--- src/hdl/edgf_pkg.sv ---
// ---------------------------------------------------------------------------
// edgf_pkg
// Shared types and constants of the encoder delta glitch filter.
// ---------------------------------------------------------------------------
package edgf_pkg;

	localparam int CHANNELS = 4;

	localparam int SAMPLE_W = 12;
	localparam int DELTA_W  = 13;
	localparam int CH_W     = 2;
	localparam int MISS_W   = 2;
	localparam int MASK_W   = 4;
	localparam int IDX_W    = 3;
	localparam int CFG_W    = 13;

	localparam logic [4:0] CHANNELS_W = 5'(CHANNELS);

	typedef enum logic {
		CMD_UPDATE = 1'b0,
		CMD_PRIME  = 1'b1
	} cmd_t;

	// register indexes of the configuration port
	localparam logic [IDX_W-1:0] REG_WRAP_LOW     = 3'd0;
	localparam logic [IDX_W-1:0] REG_WRAP_HIGH    = 3'd1;
	localparam logic [IDX_W-1:0] REG_JUMP_LIMIT   = 3'd2;
	localparam logic [IDX_W-1:0] REG_CHANGE_LIMIT = 3'd3;
	localparam logic [IDX_W-1:0] REG_MISS_LIMIT   = 3'd4;
	localparam logic [IDX_W-1:0] REG_INVERT_MASK  = 3'd5;

	localparam logic [11:0] RST_WRAP_LOW     = 12'h0FF;
	localparam logic [11:0] RST_WRAP_HIGH    = 12'h8FF;
	localparam logic [11:0] RST_JUMP_LIMIT   = 12'd150;
	localparam logic [12:0] RST_CHANGE_LIMIT = 13'd150;
	localparam logic [1:0]  RST_MISS_LIMIT   = 2'd2;
	localparam logic [3:0]  RST_INVERT_MASK  = 4'd10;

	typedef struct packed {
		logic [SAMPLE_W-1:0] wrap_low;
		logic [SAMPLE_W-1:0] wrap_high;
		logic [SAMPLE_W-1:0] jump_limit;
		logic [DELTA_W-1:0]  change_limit;
		logic [MISS_W-1:0]   miss_limit;
		logic [MASK_W-1:0]   invert_mask;
	} cfg_t;

	typedef struct packed {
		logic [SAMPLE_W-1:0]       prev;
		logic signed [DELTA_W-1:0] acc;
		logic [MISS_W-1:0]         miss;
	} chan_state_t;

	typedef struct packed {
		logic                      prev_we;
		logic                      filt_we;
		logic [CH_W-1:0]           ch;
		logic [SAMPLE_W-1:0]       prev;
		logic signed [DELTA_W-1:0] acc;
		logic                      acc_we;
		logic [MISS_W-1:0]         miss;
	} state_upd_t;

	typedef struct packed {
		logic signed [DELTA_W-1:0] delta;
		logic                      held;
		logic signed [DELTA_W-1:0] acc_next;
		logic                      acc_we;
		logic [MISS_W-1:0]         miss_next;
	} calc_res_t;

	function automatic logic [DELTA_W-1:0] abs13(input logic signed [DELTA_W-1:0] v);
		abs13 = v[DELTA_W-1] ? DELTA_W'(-v) : DELTA_W'(v);
	endfunction

endpackage

--- src/hdl/edgf_cfg.sv ---
// ---------------------------------------------------------------------------
// edgf_cfg
// Configuration registers, written through the configuration word channel.
// ---------------------------------------------------------------------------
module edgf_cfg (
	input  logic                      clk,
	input  logic                      arst_n,
	input  logic                      cfg_valid,
	input  logic [edgf_pkg::IDX_W-1:0] cfg_index,
	input  logic [edgf_pkg::CFG_W-1:0] cfg_data,
	output edgf_pkg::cfg_t            cfg
);
	import edgf_pkg::*;

	cfg_t cfg_q;

	always_ff @(posedge clk or negedge arst_n) begin
		if (!arst_n) begin
			cfg_q.wrap_low     <= RST_WRAP_LOW;
			cfg_q.wrap_high    <= RST_WRAP_HIGH;
			cfg_q.jump_limit   <= RST_JUMP_LIMIT;
			cfg_q.change_limit <= RST_CHANGE_LIMIT;
			cfg_q.miss_limit   <= RST_MISS_LIMIT;
			cfg_q.invert_mask  <= RST_INVERT_MASK;
		end else if (cfg_valid) begin
			case (cfg_index)
				REG_WRAP_LOW:     cfg_q.wrap_low     <= cfg_data[SAMPLE_W-1:0];
				REG_WRAP_HIGH:    cfg_q.wrap_high    <= cfg_data[SAMPLE_W-1:0];
				REG_JUMP_LIMIT:   cfg_q.jump_limit   <= cfg_data[SAMPLE_W-1:0];
				REG_CHANGE_LIMIT: cfg_q.change_limit <= cfg_data[DELTA_W-1:0];
				REG_MISS_LIMIT:   cfg_q.miss_limit   <= cfg_data[MISS_W-1:0];
				REG_INVERT_MASK:  cfg_q.invert_mask  <= cfg_data[MASK_W-1:0];
				default: ;
			endcase
		end
	end

	assign cfg = cfg_q;

endmodule

--- src/hdl/edgf_state.sv ---
// ---------------------------------------------------------------------------
// edgf_state
// Per-channel state: previous sample, last accepted delta and miss count.
// ---------------------------------------------------------------------------
module edgf_state (
	input  logic                       clk,
	input  logic                       arst_n,
	input  logic [edgf_pkg::CH_W-1:0]  rd_ch,
	output edgf_pkg::chan_state_t      rd_state,
	input  edgf_pkg::state_upd_t       upd
);
	import edgf_pkg::*;

	logic [SAMPLE_W-1:0]       prev_q [CHANNELS];
	logic signed [DELTA_W-1:0] acc_q  [CHANNELS];
	logic [MISS_W-1:0]         miss_q [CHANNELS];

	always_ff @(posedge clk or negedge arst_n) begin
		if (!arst_n) begin
			for (int i = 0; i < CHANNELS; i++) begin
				prev_q[i] <= '0;
				acc_q[i]  <= '0;
				miss_q[i] <= '0;
			end
		end else begin
			if (upd.prev_we)
				prev_q[upd.ch] <= upd.prev;
			if (upd.filt_we) begin
				miss_q[upd.ch] <= upd.miss;
				if (upd.acc_we)
					acc_q[upd.ch] <= upd.acc;
			end
		end
	end

	always_comb begin
		rd_state.prev = prev_q[rd_ch];
		rd_state.acc  = acc_q[rd_ch];
		rd_state.miss = miss_q[rd_ch];
	end

endmodule

--- src/hdl/edgf_calc.sv ---
// ---------------------------------------------------------------------------
// edgf_calc
// Delta with wrap detection, outlier rejection and output inversion.
// ---------------------------------------------------------------------------
module edgf_calc (
	input  logic [edgf_pkg::SAMPLE_W-1:0] sample,
	input  logic [edgf_pkg::CH_W-1:0]     ch,
	input  edgf_pkg::chan_state_t         st,
	input  edgf_pkg::cfg_t                cfg,
	output edgf_pkg::calc_res_t           res
);
	import edgf_pkg::*;

	localparam logic signed [14:0] FULL_SCALE = 15'sd4096;
	localparam logic signed [14:0] SAT_POS    = 15'sd4095;
	localparam logic signed [14:0] SAT_NEG    = -15'sd4095;

	logic signed [14:0]        s_x, p_x, d_raw, diff;
	logic                      wrap_up, wrap_dn, wrapped;
	logic signed [DELTA_W-1:0] d, sel;
	logic [DELTA_W-1:0]        abs_d, abs_a;
	logic [13:0]               abs_diff;
	logic [15:0]               five_d, jump_bound;
	logic                      can_miss, held;

	always_comb begin
		s_x = $signed({3'b000, sample});
		p_x = $signed({3'b000, st.prev});
		wrap_up = (sample < cfg.wrap_low) && (st.prev > cfg.wrap_high);
		wrap_dn = (sample > cfg.wrap_high) && (st.prev < cfg.wrap_low);
		wrapped = wrap_up || wrap_dn;

		if (wrap_up)
			d_raw = s_x - p_x + FULL_SCALE;
		else if (wrap_dn)
			d_raw = s_x - p_x - FULL_SCALE;
		else
			d_raw = s_x - p_x;

		// saturate wraps that odd thresholds push past full scale
		if (d_raw > SAT_POS)
			d = DELTA_W'(SAT_POS);
		else if (d_raw < SAT_NEG)
			d = DELTA_W'(SAT_NEG);
		else
			d = DELTA_W'(d_raw);

		abs_d = abs13(d);
		abs_a = abs13(st.acc);
		// 5*|d| > 5*jump + |a| keeps the fifth exact
		five_d     = {1'b0, abs_d, 2'b00} + {3'b000, abs_d};
		jump_bound = {2'b00, cfg.jump_limit, 2'b00} + {4'b0000, cfg.jump_limit}
			+ {3'b000, abs_a};

		diff = 15'(d) - 15'(st.acc);
		abs_diff = diff[14] ? 14'(-diff) : 14'(diff);

		can_miss = st.miss < cfg.miss_limit;
		held = can_miss && ((!wrapped && (five_d > jump_bound))
			|| (abs_diff > {1'b0, cfg.change_limit}));

		sel = held ? st.acc : d;
		res.delta     = cfg.invert_mask[ch] ? -sel : sel;
		res.held      = held;
		res.acc_next  = d;
		res.acc_we    = !held;
		res.miss_next = held ? st.miss + 2'd1 : '0;
	end

endmodule

--- src/hdl/encoder_delta_glitch_filter_top.sv ---
// ---------------------------------------------------------------------------
// encoder_delta_glitch_filter_top
// Unwraps 12-bit absolute encoder samples into filtered per-channel deltas.
// ---------------------------------------------------------------------------
// Usage:
//  Input words (command, channel, sample) are taken on in_valid while
//  in_stall is low. An update word yields one result word (delta,
//  out_channel, held) on out_valid; a prime word only loads the channel's
//  previous sample and yields nothing.
//  Path: a word taken in passes the input register, then the filter and the
//  result register, before it reaches the output.
//  Throughput: one word per cycle while no out_stall holds an update word;
//  state for the channel is read and written back in the same cycle, so
//  words for the same channel may follow back to back.
//  When the receiver raises out_stall the result register holds; the input
//  register still drains prime words, and in_stall rises once an update
//  word waits behind the held result.
//  Reset clears all channel state and loads the register defaults.
//  Configuration writes are always ready and should be made while idle.
// ---------------------------------------------------------------------------
module encoder_delta_glitch_filter_top (
	input  logic                              clk,
	input  logic                              arst_n,
	input  logic                              cfg_valid,
	output logic                              cfg_ready,
	input  logic [edgf_pkg::IDX_W-1:0]        cfg_index,
	input  logic [edgf_pkg::CFG_W-1:0]        cfg_data,
	input  logic                              in_valid,
	output logic                              in_stall,
	input  logic                              command,
	input  logic [edgf_pkg::CH_W-1:0]         channel,
	input  logic [edgf_pkg::SAMPLE_W-1:0]     sample,
	output logic                              out_valid,
	input  logic                              out_stall,
	output logic signed [edgf_pkg::DELTA_W-1:0] delta,
	output logic [edgf_pkg::CH_W-1:0]         out_channel,
	output logic                              held
);
	import edgf_pkg::*;

	cfg_t        cfg;
	chan_state_t st;
	state_upd_t  upd;
	calc_res_t   res;

	logic                      valid_s1;
	cmd_t                      command_s1;
	logic [CH_W-1:0]           channel_s1;
	logic [SAMPLE_W-1:0]       sample_s1;
	logic                      out_valid_q;
	logic signed [DELTA_W-1:0] delta_q;
	logic [CH_W-1:0]           out_channel_q;
	logic                      held_q;

	logic present, emits, advance, accept_in;

	assign cfg_ready = 1'b1;

	edgf_cfg u_cfg (
		.clk       (clk),
		.arst_n    (arst_n),
		.cfg_valid (cfg_valid),
		.cfg_index (cfg_index),
		.cfg_data  (cfg_data),
		.cfg       (cfg)
	);

	edgf_state u_state (
		.clk      (clk),
		.arst_n   (arst_n),
		.rd_ch    (channel_s1),
		.rd_state (st),
		.upd      (upd)
	);

	edgf_calc u_calc (
		.sample (sample_s1),
		.ch     (channel_s1),
		.st     (st),
		.cfg    (cfg),
		.res    (res)
	);

	always_comb begin
		present   = {3'b000, channel_s1} < CHANNELS_W;
		emits     = valid_s1 && present && (command_s1 == CMD_UPDATE);
		// pass words that make no result at once; otherwise wait for room at the output
		advance   = valid_s1 && (!emits || !out_valid_q || !out_stall);
		in_stall  = valid_s1 && !advance;
		accept_in = in_valid && !in_stall;

		upd.prev_we = advance && present;
		upd.filt_we = advance && emits;
		upd.ch      = channel_s1;
		upd.prev    = sample_s1;
		upd.acc     = res.acc_next;
		upd.acc_we  = res.acc_we;
		upd.miss    = res.miss_next;
	end

	always_ff @(posedge clk or negedge arst_n) begin
		if (!arst_n) begin
			valid_s1    <= 1'b0;
			out_valid_q <= 1'b0;
		end else begin
			if (accept_in)
				valid_s1 <= 1'b1;
			else if (advance)
				valid_s1 <= 1'b0;

			if (advance && emits)
				out_valid_q <= 1'b1;
			else if (!out_stall)
				out_valid_q <= 1'b0;
		end
	end

	always_ff @(posedge clk) begin
		if (accept_in) begin
			command_s1 <= cmd_t'(command);
			channel_s1 <= channel;
			sample_s1  <= sample;
		end
		if (advance && emits) begin
			delta_q       <= res.delta;
			out_channel_q <= channel_s1;
			held_q        <= res.held;
		end
	end

	assign out_valid   = out_valid_q;
	assign delta       = delta_q;
	assign out_channel = out_channel_q;
	assign held        = held_q;

endmodule
--- config.mk ---
export PLATFORM = sky130hd
export DESIGN_NAME = encoder_delta_glitch_filter_top
export DESIGN_NICKNAME = d
export VERILOG_FILES = /design/src/hdl/edgf_pkg.sv /design/src/hdl/edgf_cfg.sv /design/src/hdl/edgf_state.sv /design/src/hdl/edgf_calc.sv /design/src/hdl/encoder_delta_glitch_filter_top.sv
export SDC_FILE = /design/constraint.sdc
export NUM_CORES = 1
export LEC_CHECK = 0
export BUFFER_PORTS_ARGS = -buffer_cell sky130_fd_sc_hd__clkbuf_2
export CAP_MARGIN = 10
export CORE_MARGIN = 8
export CORE_UTILIZATION = 25
export CTS_BUF_LIST = sky130_fd_sc_hd__clkbuf_4 sky130_fd_sc_hd__clkbuf_8 sky130_fd_sc_hd__clkbuf_16
export CTS_CLUSTER_DIAMETER = 100
export CTS_CLUSTER_SIZE = 14
export DETAILED_ROUTE_END_ITERATION = 12
export SETUP_SLACK_MARGIN = 0.1
export SLEW_MARGIN = 15
export SYNTH_ARGS = -nofsm -noshare
export SYNTH_HDL_FRONTEND = slang
export SYNTH_SLANG_ARGS = --single-unit
--- constraint.sdc ---
create_clock -name clk -period 16.1 [get_ports clk]
set_input_delay 0.805 -clock clk [delete_from_list [all_inputs] [get_ports clk]]
set_output_delay 0.805 -clock clk [all_outputs]
set_load 0.02 [all_outputs]
==> Implementation_results.wiki <==
{| class="wikitable"
! Metric !! Value
|-
| Result of the run || complete, no violations
|-
| Most used flip-flop cell after synthesis || dfrtp_1
|-
| Later-pin clock latency in the skew report || 0.45 ns
|-
| Nature of the critical path endpoint || register
|-
| Clock root buffer || clkbuf_16
|-
| Maximum Capacitance Violations || 0
|-
| Crit path DAT || roughly 12 ns
|-
| Netlist area before placement || 0.0138 mm2
|-
| Most heavily used metal layer in global routing || met2
|-
| Reg2reg start || channel_s1[0]
|-
| Share of the yosys chip area belonging to registers || 0.370
|-
| Postcts setup bufs || 0
|-
| Number of global-route vias before repair || 10500
|-
| Number of enable flip-flop cells after synthesis || 31
|-
| Area of the placeable core || about 0.055 mm2
|-
| Class of the worst hold path || input pin to asynchronous set/reset pin
|-
| CP max stage delay || 0.77 ns
|-
| Detailed placement HPWL || 29.0 mm
|-
| H-tree lvl count || 4
|-
| Count of vias placed by the detailed router || 10400
|-
| Setup repair after global routing missed its margin || no
|-
| Xor and xnor area share after synthesis || 0.0547
|-
| Slowest stage cell, crit path || a21oi_1
|-
| Vias per cell || ~5
|-
| Worst slew margin relative to its limit || 0.314
|-
| Startpoint class of the critical path || register
|-
| Mean area per synthesized cell || 10.2 um2
|-
| Highest attainable clock frequency || 88.1 MHz
|-
| Post-synthesis async set-or-reset flop share || 0.842
|-
| Total wire length || 37.0 mm
|-
| Yosys Warn Count || 0
|-
| Residual overflow from global routing || 0
|-
| Per-cell routed wire length || 17.5 um
|-
| Number of storage elements in the synthesis netlist || about 200
|-
| Final Wtd Congestion || 0.894
|-
| Minimum period implied by the final worst setup slack || 11.35 ns
|-
| Site Rows || 86
|-
| Total CTS buffers || 17
|-
| Maximum number of buffers from clock root to sink || 2
|-
| Slew Limit Fails || 0
|-
| Final Net Count || 1579
|-
| Initial antenna violation count || 1
|-
| FF/Latch Area || 0.00509 mm2
|-
| Area occupied by multi-input gates || 0.00816 mm2
|-
| Pin count of the biggest net entering global routing || 93
|-
| Share of synthesized cell area in full adder, half adder and majority cells || 0.135
|-
| Post-synth cell types || between 70 and 80
|-
| DRT iter0 DRCs || just under 600
|-
| Final setup violation count || 0
|-
| Share of the synthesized area in compound gates (AO/OA/AOI/OAI) || 0.140
|-
| Die Area || about 0.063 mm2
|-
| Crit share post-route || 0.705
|-
| Timing startpoint of the critical path || channel_s1[0]
|-
| Met2 routing resource usage after global routing || 0.203
|-
| Number of iterations in the first detailed-routing pass || 5
|-
| Clk sink count || 196
|-
| Main combinational cell family by area after synthesis || multiplexers
|-
| Growth of design area from synthesis to finish || 12.4%
|-
| CTS tree || done
|-
| Mux contribution to synthesized area || 0.148
|-
| Number of antenna cells inserted || 0
|-
| GRT Util Overall || 0.117
|-
| Critical path class || register to register
|-
| Number of buffers added to fix hold violations after cts || 0
|-
| Global routing met3 resource utilization || 0.0178
|-
| Starting Density || 0.251
|-
| Number of remaining DRC errors || 0
|-
| Resized Gates After CTS || 0
|-
| Synth Area in Simple Gates || 0.113
|-
| Total nets after synthesis || 1530
|-
| Ports placed on the boundary || 55
|-
| First-pass GRT wire length || between 50 and 60 mm
|-
| Die width || 251 um
|-
| Fill count || 5709
|-
| Ratio of cells with drive above 1 in the final layout || 0.208
|-
| Detail Route Antenna Nets || 0
|-
| Transition time of the tightest slew-check pin || slightly above 1 ns
|-
| Maximum fanout count along the critical path || 41
|-
| Fraction of met1 tracks used by global routing || 0.148
|-
| Sum of negative setup slack || 0 ns
|-
| Vertical extent of the die || 251 um
|-
| Final Hold Viols || 0
|-
| WP data required || 16.28 ns
|-
| Number of buffers added on ports || 53
|-
| Gate Count Post-Synth || 1350
|-
| Post-CTS clock slew at the launch and capture registers of the worst setup and hold paths || 0.07 ns
|-
| Clock Skew || 0.0139 ns
|}
[area by class of cell]
cell class | instances | share of cell area
Tap cell | 704 | 0.0569
Clock buffer | 18 | 0.0284
Sequential cell | 196 | 0.329
Timing Repair Buffer | 66 | 0.0238
Inverter | 104 | 0.0252
Clock inverter | 14 | 0.00914
Multi-Input combinational cell | 1014 | 0.527
[synth_stat cells, types with 4 or more instances]
library cell / number / share of area
ha_1: 139 / 0.13
dfrtp_1: 137 / 0.25
mux2_2: 121 / 0.099
inv_1: 102 / 0.028
nand2_1: 101 / 0.028
a21oi_1: 92 / 0.033
o21ai_0: 83 / 0.030
nor2_1: 78 / 0.021
xnor2_1: 55 / 0.035
edfxtp_1: 31 / 0.068
xor2_1: 31 / 0.020
dfstp_2: 28 / 0.053
mux4_2: 28 / 0.046
clkbuf_1: 27 / 0.0074
nand3_1: 27 / 0.0098
a21o_1: 26 / 0.014
nand4_1: 20 / 0.0091
nand2b_1: 18 / 0.0082
nor2b_1: 17 / 0.0077
nor3_1: 16 / 0.0058
a31oi_1: 14 / 0.0064
and2_1: 12 / 0.0055
o31ai_1: 10 / 0.0055
or3_1: 10 / 0.0045
a211oi_1: 9 / 0.0049
o21a_1: 8 / 0.0044
o21bai_1: 8 / 0.0044
buf_1: 7 / 0.0019
o211ai_1: 6 / 0.0033
and3_1: 5 / 0.0023
fa_1: 5 / 0.0073
nor4_1: 5 / 0.0023
a211o_1: 4 / 0.0025
a221o_1: 4 / 0.0029
mux2i_1: 4 / 0.0029
o2111ai_1: 4 / 0.0025
[final timing paths]
| path | slack, ns | cells past startpoint | endpoint |
|---|---|---|---|
| max reg2reg | 4.75 | 43 | delta[10] |
| min reg2reg | 0.48 | 2 | u_state.miss_q[5] |
| min in group clk | 0.48 | 2 | u_state.miss_q[5] |
| max | 4.75 | 43 | delta[10] |
| min | 0.43 | 1 | out_valid |
| max in group asynchronous | 14.18 | 2 | u_cfg.cfg[19] |
[cell families after synthesis]
logic type,after synthesis
buffers and inverters,140
and+or+nand+nor,325
adders and majority gates,146
muxes,153
AOI/OAI and AO/OA,303
DFF,196
xor gates and xnor gates,86
other,1
[worst max-delay path, delay by kind of cell, from the launching register on]
kind / cells / cell delay [ns]
DFF: 1 / 0.32
muxes: 1 / 0.62
xor gates and xnor gates: 3 / 0.55
and+or+nand+nor: 6 / 1.20
AOI/OAI and AO/OA: 18 / 4.68
adders and majority gates: 7 / 1.91
buffers and inverters: 8 / 1.80
[state kept, by name (all words and copies together), names as in the netlist]
| register | cells |
|---|---|
| channel_s1 | 2 |
| command_s1 | 1 |
| delta | 13 |
| held | 1 |
| out_channel | 2 |
| out_valid | 1 |
| sample_s1 | 12 |
| u_cfg.cfg | 55 |
| u_state.acc_q | 52 |
| u_state.miss_q | 8 |
| u_state.prev_q | 48 |
| valid_s1 | 1 |
[through the flow]
stage                     cell area, um2  cells  setup WS, ns   util  hold WS [ns]
final                              15500   2116          4.75  0.283         0.431
after global routing               15500   2116          3.88  0.283         0.501
after CTS                          15500   2116          4.89  0.283         0.452
after detailed placement           14900   2084          4.91  0.272         0.467
after global placement             14900   2084          5.15  0.272         0.456
after floorplan                    13800   1350          4.56      -         0.424
[routing by layer]
metal	vias to the layer above	wire [um]
li1	5015	-
met1	5102	16400
met2	210	18400
met3	47	1270
met4	0	898
met5	-	0
[cell usage in the layout (no fill, tap or decap), types with 26 or more instances in the layout]
master      n
a21o_1     26
o21ai_0    83
mux2_2    121
nor2_1     78
ha_1      139
edfxtp_1   31
xnor2_1    55
dfstp_2    28
a21oi_1    91
inv_1     102
nand3_1    27
clkbuf_2   52
mux4_2     28
xor2_1     31
dfrtp_1   137
nand2_1   101
Power is left out: the tool's default activity adds up to more than one toggle a clock period on the data nets, which glitch-free logic cannot reach.
